## config.mk

```make
export PLATFORM = sky130hd
export DESIGN_NAME = sorted_disk_request_queue
export DESIGN_NICKNAME = d
export VERILOG_FILES = /design/src/design/sdrq_pkg.sv /design/src/design/sdrq_ram.sv /design/src/design/sdrq_ctrl.sv /design/src/design/sdrq_dp.sv /design/src/design/sorted_disk_request_queue.sv
export SDC_FILE = /design/constraint.sdc
export NUM_CORES = 1
export LEC_CHECK = 0
export BUFFER_PORTS_ARGS = -buffer_cell sky130_fd_sc_hd__buf_4
export CAP_MARGIN = 30
export CORE_UTILIZATION = 40
export DETAILED_ROUTE_END_ITERATION = 16
export GPL_TIMING_DRIVEN = 0
export PLACE_DENSITY_LB_ADDON = 0.2
export SETUP_SLACK_MARGIN = 0.1
export SKIP_CTS_REPAIR_TIMING = 1
export SKIP_LAST_GASP = 1
export SYNTH_ARGS = -nofsm -noshare
export SYNTH_HDL_FRONTEND = slang
export SYNTH_SLANG_ARGS = --single-unit
```

## constraint.sdc

```tcl
create_clock -name clk -period 7.4 [get_ports clk]
set_input_delay 1.11 -clock clk [delete_from_list [all_inputs] [get_ports clk]]
set_output_delay 1.11 -clock clk [all_outputs]
set_load 0.01 [all_outputs]
```

## src/design/sdrq_pkg.sv

```systemverilog
package sdrq_pkg;

	localparam int TAG_W    = 8;
	localparam int SECTOR_W = 32;
	localparam int OP_W     = 2;
	localparam int STATUS_W = 3;
	localparam int OCC_W    = 5;

	// operation codes
	localparam logic [OP_W-1:0] OP_INSERT   = 2'd0;
	localparam logic [OP_W-1:0] OP_REMOVE   = 2'd1;
	localparam logic [OP_W-1:0] OP_GET_NEXT = 2'd2;

	// status codes
	localparam logic [STATUS_W-1:0] ST_OK       = 3'd0;
	localparam logic [STATUS_W-1:0] ST_FULL     = 3'd1;
	localparam logic [STATUS_W-1:0] ST_NOTFOUND = 3'd2;
	localparam logic [STATUS_W-1:0] ST_DUP      = 3'd3;
	localparam logic [STATUS_W-1:0] ST_EMPTY    = 3'd4;

	typedef struct packed {
		logic [OP_W-1:0]     opcode;
		logic [TAG_W-1:0]    req_tag;
		logic [SECTOR_W-1:0] start_sector;
		logic                is_plug;
	} req_t;

	typedef struct packed {
		logic [STATUS_W-1:0] status;
		logic [TAG_W-1:0]    out_tag;
		logic [SECTOR_W-1:0] out_sector;
		logic                out_plug;
		logic [OCC_W-1:0]    occupancy;
	} rsp_t;

	// one stored queue entry
	typedef struct packed {
		logic [TAG_W-1:0]    tag;
		logic [SECTOR_W-1:0] sector;
		logic                plug;
	} entry_t;

	localparam int ENTRY_W = $bits(entry_t);

	// controller to datapath
	typedef struct packed {
		logic load;
		logic scan;
		logic decide;
		logic shift;
		logic place;
		logic emit;
	} ctrl_cmd_t;

	// datapath to controller
	typedef struct packed {
		logic scan_done;
		logic shift_done;
		logic place_pend;
		logic out_busy;
	} dp_sts_t;

endpackage

```

## src/design/sdrq_ram.sv

```systemverilog
module sdrq_ram #(
	parameter int WIDTH = 41,
	parameter int DEPTH = 16,
	localparam int AW = (DEPTH > 1) ? $clog2(DEPTH) : 1
) (
	input  logic             clk,
	input  logic             wr_en,
	input  logic [AW-1:0]    wr_addr,
	input  logic [WIDTH-1:0] wr_data,
	input  logic [AW-1:0]    rd_addr,
	output logic [WIDTH-1:0] rd_data
);

	logic [WIDTH-1:0] mem [DEPTH];

	always_ff @(posedge clk) begin
		if (wr_en) begin
			mem[wr_addr] <= wr_data;
		end
		rd_data <= mem[rd_addr];
	end

endmodule

```

## src/design/sdrq_ctrl.sv

```systemverilog
module sdrq_ctrl
	import sdrq_pkg::*;
(
	input  logic      clk,
	input  logic      arst_n,
	input  logic      req_valid,
	output logic      req_ready,
	input  dp_sts_t   sts,
	output ctrl_cmd_t cmd
);

	localparam logic [2:0] S_IDLE   = 3'd0;
	localparam logic [2:0] S_SCAN   = 3'd1;
	localparam logic [2:0] S_DECIDE = 3'd2;
	localparam logic [2:0] S_SHIFT  = 3'd3;
	localparam logic [2:0] S_PLACE  = 3'd4;
	localparam logic [2:0] S_DONE   = 3'd5;

	logic [2:0] state_q;
	logic [2:0] state_nxt;

	always_comb begin
		cmd       = '0;
		req_ready = 1'b0;
		state_nxt = state_q;
		unique case (state_q)
			S_IDLE: begin
				req_ready = 1'b1;
				if (req_valid) begin
					cmd.load  = 1'b1;
					state_nxt = S_SCAN;
				end
			end
			S_SCAN: begin
				cmd.scan = 1'b1;
				if (sts.scan_done) begin
					state_nxt = S_DECIDE;
				end
			end
			S_DECIDE: begin
				cmd.decide = 1'b1;
				state_nxt  = S_SHIFT;
			end
			S_SHIFT: begin
				cmd.shift = 1'b1;
				if (sts.shift_done) begin
					state_nxt = sts.place_pend ? S_PLACE : S_DONE;
				end
			end
			S_PLACE: begin
				cmd.place = 1'b1;
				state_nxt = S_DONE;
			end
			S_DONE: begin
				if (!sts.out_busy) begin
					cmd.emit  = 1'b1;
					state_nxt = S_IDLE;
				end
			end
			default: begin
				state_nxt = S_IDLE;
			end
		endcase
	end

	always_ff @(posedge clk or negedge arst_n) begin
		if (!arst_n) begin
			state_q <= S_IDLE;
		end else begin
			state_q <= state_nxt;
		end
	end

endmodule

```

## src/design/sdrq_dp.sv

```systemverilog
module sdrq_dp
	import sdrq_pkg::*;
#(
	parameter int QUEUE_DEPTH = 16
) (
	input  logic      clk,
	input  logic      arst_n,
	input  req_t      req,
	input  ctrl_cmd_t cmd,
	output dp_sts_t   sts,
	output logic      rsp_valid,
	input  logic      rsp_ready,
	output rsp_t      rsp
);

	localparam int IW = $clog2(QUEUE_DEPTH);
	localparam int CW = $clog2(QUEUE_DEPTH + 1);
	localparam logic [CW-1:0] FULL_COUNT = CW'(QUEUE_DEPTH);

	// architectural state
	logic [CW-1:0]    count_q;
	logic             barrier_valid_q;
	logic [TAG_W-1:0] barrier_tag_q;
	logic             current_valid_q;
	logic [TAG_W-1:0] current_tag_q;

	req_t req_q;

	// scan
	logic [CW-1:0] scan_idx_q;
	logic          rd_valid_s1;
	logic [IW-1:0] idx_s1;

	// scan results
	logic             hit_found_q;
	logic [IW-1:0]    hit_pos_q;
	logic             next_seen_q;
	logic [TAG_W-1:0] next_tag_q;
	logic             bar_found_q;
	logic             jb_found_q;
	logic [IW-1:0]    jb_pos_q;
	logic             j0_found_q;
	logic [IW-1:0]    j0_pos_q;
	logic             lt_head_q;
	entry_t           head_q;
	logic             cur_found_q;
	logic             cur_at_head_q;
	entry_t           cur_q;

	// move plan
	logic          place_pend_q;
	logic [IW-1:0] pos_q;
	logic [CW-1:0] rem_q;
	logic [IW-1:0] src_q;
	logic          wr_pend_s1;
	logic [IW-1:0] wr_addr_s1;

	logic [STATUS_W-1:0] res_status_q;
	entry_t              res_entry_q;
	logic                rsp_valid_q;
	rsp_t                rsp_q;

	// ram port
	logic [ENTRY_W-1:0] ram_rdata;
	logic               ram_wr_en;
	logic [IW-1:0]      ram_wr_addr;
	logic [ENTRY_W-1:0] ram_wr_data;
	logic [IW-1:0]      ram_rd_addr;

	entry_t e;
	entry_t new_entry;
	logic   scan_issue;
	logic   shift_issue;
	logic   lt;
	logic   idx_is_head;
	logic   hit_now;
	logic   next_now;
	logic   bar_now;
	logic   jb_now;
	logic   j0_now;
	logic   head_now;
	logic   cur_now;

	// decision
	logic                at_head;
	logic [IW-1:0]       ins_pos;
	logic                use_head;
	logic [STATUS_W-1:0] d_status;
	logic                d_place;
	logic [IW-1:0]       d_pos;
	logic [CW-1:0]       d_rem;
	logic [IW-1:0]       d_src;
	entry_t              d_entry;
	logic [CW-1:0]       d_count;
	logic                d_bv;
	logic [TAG_W-1:0]    d_bt;
	logic                d_cv;
	logic [TAG_W-1:0]    d_ct;

	sdrq_ram #(
		.WIDTH (ENTRY_W),
		.DEPTH (QUEUE_DEPTH)
	) u_ram (
		.clk     (clk),
		.wr_en   (ram_wr_en),
		.wr_addr (ram_wr_addr),
		.wr_data (ram_wr_data),
		.rd_addr (ram_rd_addr),
		.rd_data (ram_rdata)
	);

	assign scan_issue  = cmd.scan && (scan_idx_q < count_q);
	assign shift_issue = cmd.shift && (rem_q != '0);
	assign ram_rd_addr = cmd.shift ? src_q : scan_idx_q[IW-1:0];

	assign new_entry = '{tag: req_q.req_tag, sector: req_q.start_sector, plug: req_q.is_plug};

	assign ram_wr_en   = wr_pend_s1 || cmd.place;
	assign ram_wr_addr = wr_pend_s1 ? wr_addr_s1 : pos_q;
	assign ram_wr_data = wr_pend_s1 ? ram_rdata : new_entry;

	// per-entry compares on the scan read data
	assign e           = entry_t'(ram_rdata);
	assign lt          = req_q.start_sector < e.sector;
	assign idx_is_head = (idx_s1 == '0);
	assign hit_now     = rd_valid_s1 && !hit_found_q && (e.tag == req_q.req_tag);
	assign next_now    = rd_valid_s1 && hit_found_q && !next_seen_q;
	assign bar_now     = rd_valid_s1 && !bar_found_q && barrier_valid_q
	                     && (e.tag == barrier_tag_q);
	assign jb_now      = rd_valid_s1 && bar_found_q && !jb_found_q && lt;
	assign j0_now      = rd_valid_s1 && !idx_is_head && !j0_found_q && lt;
	assign head_now    = rd_valid_s1 && idx_is_head;
	assign cur_now     = rd_valid_s1 && !cur_found_q && current_valid_q
	                     && (e.tag == current_tag_q);

	// insert position
	assign at_head = (count_q == '0) || lt_head_q;

	always_comb begin
		priority if (at_head) begin
			ins_pos = '0;
		end else if (req_q.is_plug) begin
			ins_pos = count_q[IW-1:0];
		end else if (bar_found_q) begin
			ins_pos = jb_found_q ? jb_pos_q : count_q[IW-1:0];
		end else begin
			ins_pos = j0_found_q ? j0_pos_q : count_q[IW-1:0];
		end
	end

	assign use_head = !cur_found_q || (cur_q.plug && !cur_at_head_q);

	always_comb begin
		d_status = ST_OK;
		d_place  = 1'b0;
		d_pos    = ins_pos;
		d_rem    = '0;
		d_src    = IW'(count_q - CW'(1));
		d_entry  = '0;
		d_count  = count_q;
		d_bv     = barrier_valid_q;
		d_bt     = barrier_tag_q;
		d_cv     = current_valid_q;
		d_ct     = current_tag_q;
		unique case (req_q.opcode)
			OP_INSERT: begin
				priority if (hit_found_q) begin
					d_status = ST_DUP;
				end else if (count_q == FULL_COUNT) begin
					d_status = ST_FULL;
				end else begin
					d_place = 1'b1;
					d_rem   = count_q - CW'(ins_pos);
					d_count = count_q + CW'(1);
					if (!at_head && req_q.is_plug) begin
						d_bv = 1'b1;
						d_bt = req_q.req_tag;
					end
				end
			end
			OP_REMOVE: begin
				priority if (count_q == '0) begin
					d_status = ST_EMPTY;
				end else if (!hit_found_q) begin
					d_status = ST_NOTFOUND;
				end else begin
					d_pos   = hit_pos_q;
					d_rem   = count_q - CW'(hit_pos_q) - CW'(1);
					d_src   = hit_pos_q + IW'(1);
					d_count = count_q - CW'(1);
					if (current_valid_q && (current_tag_q == req_q.req_tag)) begin
						if (next_seen_q) begin
							d_ct = next_tag_q;
						end else begin
							d_cv = 1'b0;
						end
					end
					if (barrier_valid_q && (barrier_tag_q == req_q.req_tag)) begin
						d_bv = 1'b0;
					end
				end
			end
			OP_GET_NEXT: begin
				if (count_q == '0) begin
					d_status = ST_EMPTY;
				end else begin
					d_entry = use_head ? head_q : cur_q;
					d_cv    = 1'b1;
					d_ct    = d_entry.tag;
				end
			end
			default: begin
			end
		endcase
	end

	// control and state registers
	always_ff @(posedge clk or negedge arst_n) begin
		if (!arst_n) begin
			count_q         <= '0;
			barrier_valid_q <= 1'b0;
			barrier_tag_q   <= '0;
			current_valid_q <= 1'b0;
			current_tag_q   <= '0;
			scan_idx_q      <= '0;
			rd_valid_s1     <= 1'b0;
			hit_found_q     <= 1'b0;
			next_seen_q     <= 1'b0;
			bar_found_q     <= 1'b0;
			jb_found_q      <= 1'b0;
			j0_found_q      <= 1'b0;
			lt_head_q       <= 1'b0;
			cur_found_q     <= 1'b0;
			place_pend_q    <= 1'b0;
			rem_q           <= '0;
			wr_pend_s1      <= 1'b0;
			rsp_valid_q     <= 1'b0;
		end else begin
			rd_valid_s1 <= scan_issue;
			wr_pend_s1  <= shift_issue;
			if (cmd.load) begin
				scan_idx_q  <= '0;
				hit_found_q <= 1'b0;
				next_seen_q <= 1'b0;
				bar_found_q <= 1'b0;
				jb_found_q  <= 1'b0;
				j0_found_q  <= 1'b0;
				lt_head_q   <= 1'b0;
				cur_found_q <= 1'b0;
			end else begin
				if (scan_issue) begin
					scan_idx_q <= scan_idx_q + CW'(1);
				end
				if (hit_now) hit_found_q <= 1'b1;
				if (next_now) next_seen_q <= 1'b1;
				if (bar_now) bar_found_q <= 1'b1;
				if (jb_now) jb_found_q <= 1'b1;
				if (j0_now) j0_found_q <= 1'b1;
				if (head_now) lt_head_q <= lt;
				if (cur_now) cur_found_q <= 1'b1;
			end
			if (cmd.decide) begin
				count_q         <= d_count;
				barrier_valid_q <= d_bv;
				barrier_tag_q   <= d_bt;
				current_valid_q <= d_cv;
				current_tag_q   <= d_ct;
				place_pend_q    <= d_place;
				rem_q           <= d_rem;
			end else if (shift_issue) begin
				rem_q <= rem_q - CW'(1);
			end
			if (cmd.emit) begin
				rsp_valid_q <= 1'b1;
			end else if (rsp_ready) begin
				rsp_valid_q <= 1'b0;
			end
		end
	end

	// payload registers
	always_ff @(posedge clk) begin
		if (cmd.load) begin
			req_q <= req;
		end
		if (scan_issue) begin
			idx_s1 <= scan_idx_q[IW-1:0];
		end
		if (hit_now) hit_pos_q <= idx_s1;
		if (next_now) next_tag_q <= e.tag;
		if (jb_now) jb_pos_q <= idx_s1;
		if (j0_now) j0_pos_q <= idx_s1;
		if (head_now) head_q <= e;
		if (cur_now) begin
			cur_q         <= e;
			cur_at_head_q <= idx_is_head;
		end
		if (cmd.decide) begin
			pos_q        <= d_pos;
			src_q        <= d_src;
			res_status_q <= d_status;
			res_entry_q  <= d_entry;
		end else if (shift_issue) begin
			src_q <= place_pend_q ? src_q - IW'(1) : src_q + IW'(1);
		end
		if (shift_issue) begin
			wr_addr_s1 <= place_pend_q ? src_q + IW'(1) : src_q - IW'(1);
		end
		if (cmd.emit) begin
			rsp_q <= '{status: res_status_q, out_tag: res_entry_q.tag,
			           out_sector: res_entry_q.sector, out_plug: res_entry_q.plug,
			           occupancy: OCC_W'(count_q)};
		end
	end

	assign sts.scan_done  = (scan_idx_q == count_q) && !rd_valid_s1;
	assign sts.shift_done = (rem_q == '0) && !wr_pend_s1;
	assign sts.place_pend = place_pend_q;
	assign sts.out_busy   = rsp_valid_q && !rsp_ready;

	assign rsp_valid = rsp_valid_q;
	assign rsp       = rsp_q;

endmodule

```

## src/design/sorted_disk_request_queue.sv

```systemverilog
// channel | direction | handshake             | payload
// req     | in        | req_valid / req_ready | req_t: opcode, req_tag, start_sector, is_plug
// rsp     | out       | rsp_valid / rsp_ready | rsp_t: status, out_tag, out_sector,
//         |           |                       |        out_plug, occupancy
//
// one item at a time; an item takes longer the more entries are held, longest for an insert
// near the head, as this is set by the single ram read port
// (one entry per cycle for the scan and again for the move)
// reset clears the count, barrier and current pointer; the ram needs no clearing
// a waiting result sits in the output register while the next item is worked on
// the result of the next item stalls only if the previous one is still not taken
module sorted_disk_request_queue
	import sdrq_pkg::*;
#(
	parameter int QUEUE_DEPTH = 16
) (
	input  logic clk,
	input  logic arst_n,
	input  logic req_valid,
	output logic req_ready,
	input  req_t req,
	output logic rsp_valid,
	input  logic rsp_ready,
	output rsp_t rsp
);

	// controller steps: accept, scan, decide, move, place, hand over
	ctrl_cmd_t cmd;
	dp_sts_t   sts;

	sdrq_ctrl u_ctrl (
		.clk       (clk),
		.arst_n    (arst_n),
		.req_valid (req_valid),
		.req_ready (req_ready),
		.sts       (sts),
		.cmd       (cmd)
	);

	// datapath: entry ram, scan trackers, move pointers, output register
	sdrq_dp #(
		.QUEUE_DEPTH (QUEUE_DEPTH)
	) u_dp (
		.clk       (clk),
		.arst_n    (arst_n),
		.req       (req),
		.cmd       (cmd),
		.sts       (sts),
		.rsp_valid (rsp_valid),
		.rsp_ready (rsp_ready),
		.rsp       (rsp)
	);

endmodule

```

# Word level (Yosys, flattened, before mapping)

Memories as Yosys holds them, arrays and structs flattened. A register that Yosys moved wholly into a read port is not among the register bits.
Cells that the tools add are included.
Widths: inputs -> output; s select.

Add/sub/neg operators: 10
Order comparisons: 2
Equality and inequality tests: 28
Muxes and demuxes: 94
Bitwise operators: 3
Reductions and logical operators: 66

Operators with widths:

| operator            | count |
|---|---|
| $mux 41             | 2 |
| $mux 4              | 17 |
| $mux 5              | 12 |
| $mux 1              | 43 |
| $eq 8x8->1          | 5 |
| $mux 8              | 5 |
| $lt 32x32->1        | 1 |
| $logic_and 1x1->1   | 26 |
| $reduce_bool 2->1   | 12 |
| $mux 3              | 7 |
| $pmux 5 s2          | 2 |
| $ne 2x2->1 const B  | 9 |
| $pmux 3 s6          | 1 |
| $pmux 8 s2          | 1 |
| $sub 5x1->5 const B | 3 |
| $reduce_and 7->1    | 2 |
| $logic_not 1->1     | 12 |
| $add 5x1->5 const B | 2 |
| $logic_not 5->1     | 2 |
| $ne 2x1->1 const B  | 5 |
| $sub 5x4->5         | 2 |
| $pmux 3 s3          | 1 |
| $add 4x1->4 const B | 2 |
| $reduce_and 8->1    | 1 |
| other kinds (21)    | 28 |

Register bits: 302
Memory bits (writable): 656
Output and inout port bits: 51
Logic and storage cells: 251
Memories kept: 1

Memories:

| name           | depth | bits a word | read ports | clocked after memory_dff | wr ports | line           | source |
|---|---|---|---|---|---|---|---|
| u_dp.u_ram.mem | 16    | 41          | 1          | 1                        | 1        | sdrq_ram.sv:14 | `logic [WIDTH-1:0] mem [DEPTH];` |

# Logic depth before layout (Yosys ltp)

Depth after elaboration: 9
Depth in mapped cells: 14

# Cells and area by module

A second synthesis with hierarchy kept.

Cells, all modules: 2054
Area, all modules: 38724.6 um^2

Modules (own cells, without submodules):

| module    | times used | cells an instance | area each (um^2) | seq. area each (um^2) |
|---|---|---|---|---|
| sdrq_ram  | 1          | 1066              | 25375.6          | 20519.7 |
| sdrq_dp   | 1          | 961               | 13132.6          | 8758.4 |
| sdrq_ctrl | 1          | 27                | 216.5            | 75.1 |

# Least setup slack after synthesis

Ideal clock, no wire load.

Path kind: reg-to-reg
Start: reg u_dp.u_ram.rd_data[35] (read register of u_dp.u_ram.mem)
End: reg u_dp.cur_at_head_q, enable pin
Library setup time: 0.549 ns
Arrival: 4.797 ns
Data required time: 6.851 ns
Path slack: 2.054 ns
Cell stages (with the launch flop): 4
Path buffers: 0
Period minus slack after synthesis: 5.346 ns
Path through: dfxtp_1 -> xnor2_1 -> nand3_1 -> nor4_1

Longest elaborated chain between the ends: 2

Ends and longest elaborated chain:

| what                 | line           | source |
|---|---|---|
| start, declared      | sdrq_ram.sv:11 | `output logic [WIDTH-1:0] rd_data` |
| $eq 8x8->1           | sdrq_dp.sv:134 | `&& (e.tag == current_tag_q);` |
| $logic_and 1x1->1    | sdrq_dp.sv:134 |  |
| net u_dp.cur_now     | sdrq_dp.sv:82  | `logic cur_now;` |
| end signal, assigned | sdrq_dp.sv:296 | `cur_at_head_q <= idx_is_head;` |
| end, declared        | sdrq_dp.sv:47  | `logic cur_at_head_q;` |

The timed path passes the listed nets, and every way through them passes these cells.
A chain may end at the register's enable or synchronous reset.

# Final worst setup path

Start: reg u_dp.count_q[1]
End: reg u_dp.rem_q[4]

Longest elaborated chain between the ends: 9

Ends and longest elaborated chain:

| what                                                | line           | source |
|---|---|---|
| start, declared                                     | sdrq_dp.sv:21  | `logic [CW-1:0] count_q;` |
| start signal, assigned                              | sdrq_dp.sv:263 | `count_q <= d_count;` |
| branches (longest 7 deep; another with $sub 5x4->5) | n/a            |  |
| $pmux 5 s2 (*)                                      | sdrq_dp.sv:165 | `unique case (req_q.opcode)` |
| $mux 5 (*)                                          | sdrq_dp.sv:262 | `if (cmd.decide) begin` |
| end signal, assigned                                | sdrq_dp.sv:269 | `rem_q <= d_rem;` |
| end signal, assigned                                | sdrq_dp.sv:271 | `rem_q <= rem_q - CW'(1);` |
| end, declared                                       | sdrq_dp.sv:53  | `logic [CW-1:0] rem_q;` |

Mark *: on every way between the ends.

==> results.yml <==
run_status:
  status: "completed"
pwr:
  comb_power_share_pct: 34.8
  p_leak_nw: 16.6
  pwr-share-clk_pct: 25.1
  internal-power_mw: 12.6
  netSwitchingPower_mw: 7.67
  power.share.sequential_pct: 40.1
  sw_frac_of_total_pct: 37.8
  powerDensity_nw_per_um2: 438
  ir_worst_vdd_mv: 0.316
  power_mw: 20.3
final_layout:
  num-nets-final: 3204
  syn_to_final_growth_pct: 15.9
  drive_above_1_share_pct: 13.5
  final_area_sq_um: 46300
  final_cell_mix: "911 x edfxtp_1, 623 x nand2_1, 389 x nand3_1"
  post-route-util_pct: 46.9
  layout.cells.most_common: "edfxtp_1"
route:
  met2WireLength_um: 48800
  vias_per_cell: 5.39
  routedWlPerCell_um: 23.0
  vias: 24100
  drt.antenna.violating_nets: 0
  wl_met1_um: 43800
  drc: 0
  wl_met3_um: 6860
  first_pass_iters: 6
  first_iter_violations: 2305
  top_layer: "met4"
  finalWirelength_um: 103000
placed_design:
  io_buffers: 97
  dpl-instance-area_sq_um: 42900
  dp_hpwl_um: 70800
  gp_congestion: 0.885
synth:
  synthArstFlopShare_pct: 4.70
  syn_area_sq_um: 39900
  synth_cells: 2867
  synth_fp_nets: 2970
  syn_avg_cell_area_sq_um: 13.9
  seq_area_frac_synth_pct: 73.6
  yosys_warnings: 0
  synth-seq-cells: 999
  synth_flop_cell: "edfxtp_1"
  synth_cell_types: 65
  synth_enable_flop_cells: 911
setup_path:
  critPathRequiredTime_ns: 8.01
  path_cells: "inv_1 -> ha_1 -> nor4b_4 -> nor2_1 -> nand2_1 -> inv_1 -> ha_1 -> fa_1 -> nand3b_1 -> nand2_1 -> a221o_1 -> nand3_1 -> o21ai_0 -> o21a_1"
  critPathMaxFanout: 9
  worstPathArrival_ns: 4.26
  reg2reg_slack_ns: 3.75
  cp_slowest_cell: "nor4b_4"
  crit_start: "u_dp.count_q[1]"
  worst-r2r-cell-count: 14
  cpPeakStageDelay_ns: 0.56
  cp-end-kind: "register"
  r2r_start: "u_dp.count_q[1]"
  reg2reg_to: "u_dp.rem_q[4]"
  critPathKind: "reg -> reg"
  cp-endpoint: "u_dp.rem_q[4]"
  startpoint_type: "register"
floorplan:
  rows: 115
  die_area_sq_um: 101000
  initial_core_util_pct: 40.5
  core_area_sq_um: 98600
  die_h_um: 318
  die_w_um: 318
  io_pins: 98
timing:
  setup_viol: 0
  rsz0062_at_grt: "false"
  tns_ns: 0
  worstMarginPinSlew_ns: 0.981
  slew_headroom_pct: 34.6
  hold_viol_final: 0
  clock_skew_ns: 0.0265
  drv_slew: 0
  finalCritPeriodShare_pct: 49.3
  fin_crit_ns: 3.65
  fmax_mhz: 274
clocking:
  cts_tree: "built"
  clock_path_buffers: 3
  cts.sinks: 999
  clk_pin_slew_ns: 0.06
  worst_skew_pair.late_latency_ns: 0.69
  cts_root_buf: "clkbuf_16"
  cts_made_buffers: 105
  cts-htree-levels: 3
run:
  drv_cap: 0
grt:
  grt.overflow.total: 0
  grt_pass1_vias: 24200
  grt_usage_pct: 20.4
  antenna_found_initial: 3
  grt_max_degree: 48
  grt_pass1_wl_um: 154000
hold_path:
  hold_class: "reg -> reg"
==> flip-flops by register name, summed over array words and instances, names as in the netlist, 5 cells and up <==
| register | count |
|---|---|
| u_dp.scan_idx_q | 5 |
| u_dp.head_q | 41 |
| u_dp.rsp | 49 |
| u_dp.cur_q | 41 |
| u_dp.u_ram.mem | 656 |
| u_dp.next_tag_q | 8 |
| u_dp.current_tag_q | 8 |
| u_dp.barrier_tag_q | 8 |
| u_dp.new_entry | 41 |
| u_dp.u_ram.rd_data | 41 |
| u_dp.res_entry_q | 41 |
| u_dp.count_q | 5 |
| u_dp.rem_q | 5 |
==> through the flow <==
step	hold WS (ns)	setup slack, ns	cells
2_1_floorplan	0.400	2.05	2867
3_3_place_gp	0.402	-0.499	4251
3_5_place_dp	0.405	3.79	4279
4_1_cts	0.395	3.78	4475
5_1_grt	0.402	3.49	4477
6_report	0.404	3.75	4478
==> worst min path at each step <==
stage                              end                 start  cells past startpoint
final                     u_dp.rsp[22]  u_dp.res_entry_q[17]                      0
after global placement    u_dp.rsp[17]  u_dp.res_entry_q[12]                      0
after detailed placement  u_dp.rsp[17]  u_dp.res_entry_q[12]                      0
after floorplan           u_dp.rsp[10]   u_dp.res_entry_q[5]                      0
after CTS                 u_dp.rsp[22]  u_dp.res_entry_q[17]                      0
after global routing      u_dp.rsp[22]  u_dp.res_entry_q[17]                      0
==> critical path: cells and delay by family, from the launching register on <==
| family | cells | cell delay (ns) |
|---|---|---|
| adders and majority gates | 3 | 0.92 |
| buffers and inverters | 2 | 0.42 |
| AOI/OAI and AO/OA | 3 | 0.41 |
| and+or+nand+nor | 6 | 1.33 |
| DFF | 1 | 0.49 |
==> synth_stat cells, types with 9 or more instances <==
cell	count	share of area (%)
dfrtp_1	47	2.9
o22ai_1	9	0.14
buf_2	58	0.73
nor4_1	13	0.20
dfxtp_1	41	2.1
a32oi_1	45	0.99
xor2_1	20	0.44
nand4_1	14	0.22
ha_1	54	1.7
buf_4	12	0.23
nor2_1	65	0.61
xnor2_1	40	0.88
mux2i_1	142	3.6
nand3_1	389	4.9
a21oi_1	75	0.94
o21ai_0	33	0.41
clkbuf_1	69	0.65
mux2_2	42	1.2
nand2_1	623	5.9
inv_1	57	0.54
edfxtp_1	911	69
==> final cells by class <==
type | count | area, sq um
fill | 8514 | 52300
sequential | 999 | 29400
antenna | 1 | 2.50
buffer | 148 | 688
timing repair buffer | 127 | 1260
clock buffer | 140 | 2840
tap | 1287 | 1610
multi-input combinational | 1661 | 9770
inverter | 59 | 224
clock inverter | 56 | 502
==> power by group through the flow <==
| stage | combinational (mW) | clock [mW] | sequential, mW |
|---|---|---|---|
| after floorplan | 4.52 | 0 | 7.92 |
| after global placement | 6.74 | 0 | 8.24 |
| after detailed placement | 7.06 | 0 | 8.23 |
| after CTS | 7.09 | 5.19 | 8.12 |
| after global routing | 7.73 | 5.41 | 8.19 |
| final | 7.06 | 5.09 | 8.13 |
==> cells by family (layout without fill, tap and decap cells) <==
logic type,count (synthesis),count (layout),share of synthesized area [%]
simple gates,1148,1148,12.6
mux,194,194,5.11
compound gates,203,203,3.35
xor+xnor,60,60,1.32
buf+inv,207,530,2.28
fa+ha+maj,56,56,1.79
other cells,0,1,0
flops,999,999,73.6
==> layer usage <==
metal,GRT usage (%),up-vias
li1,-,11000
met1,27.3,12000
met2,33.3,876
met3,3.13,203
met4,7.96,0
met5,0,-
(Power assumes the default switching activity.)
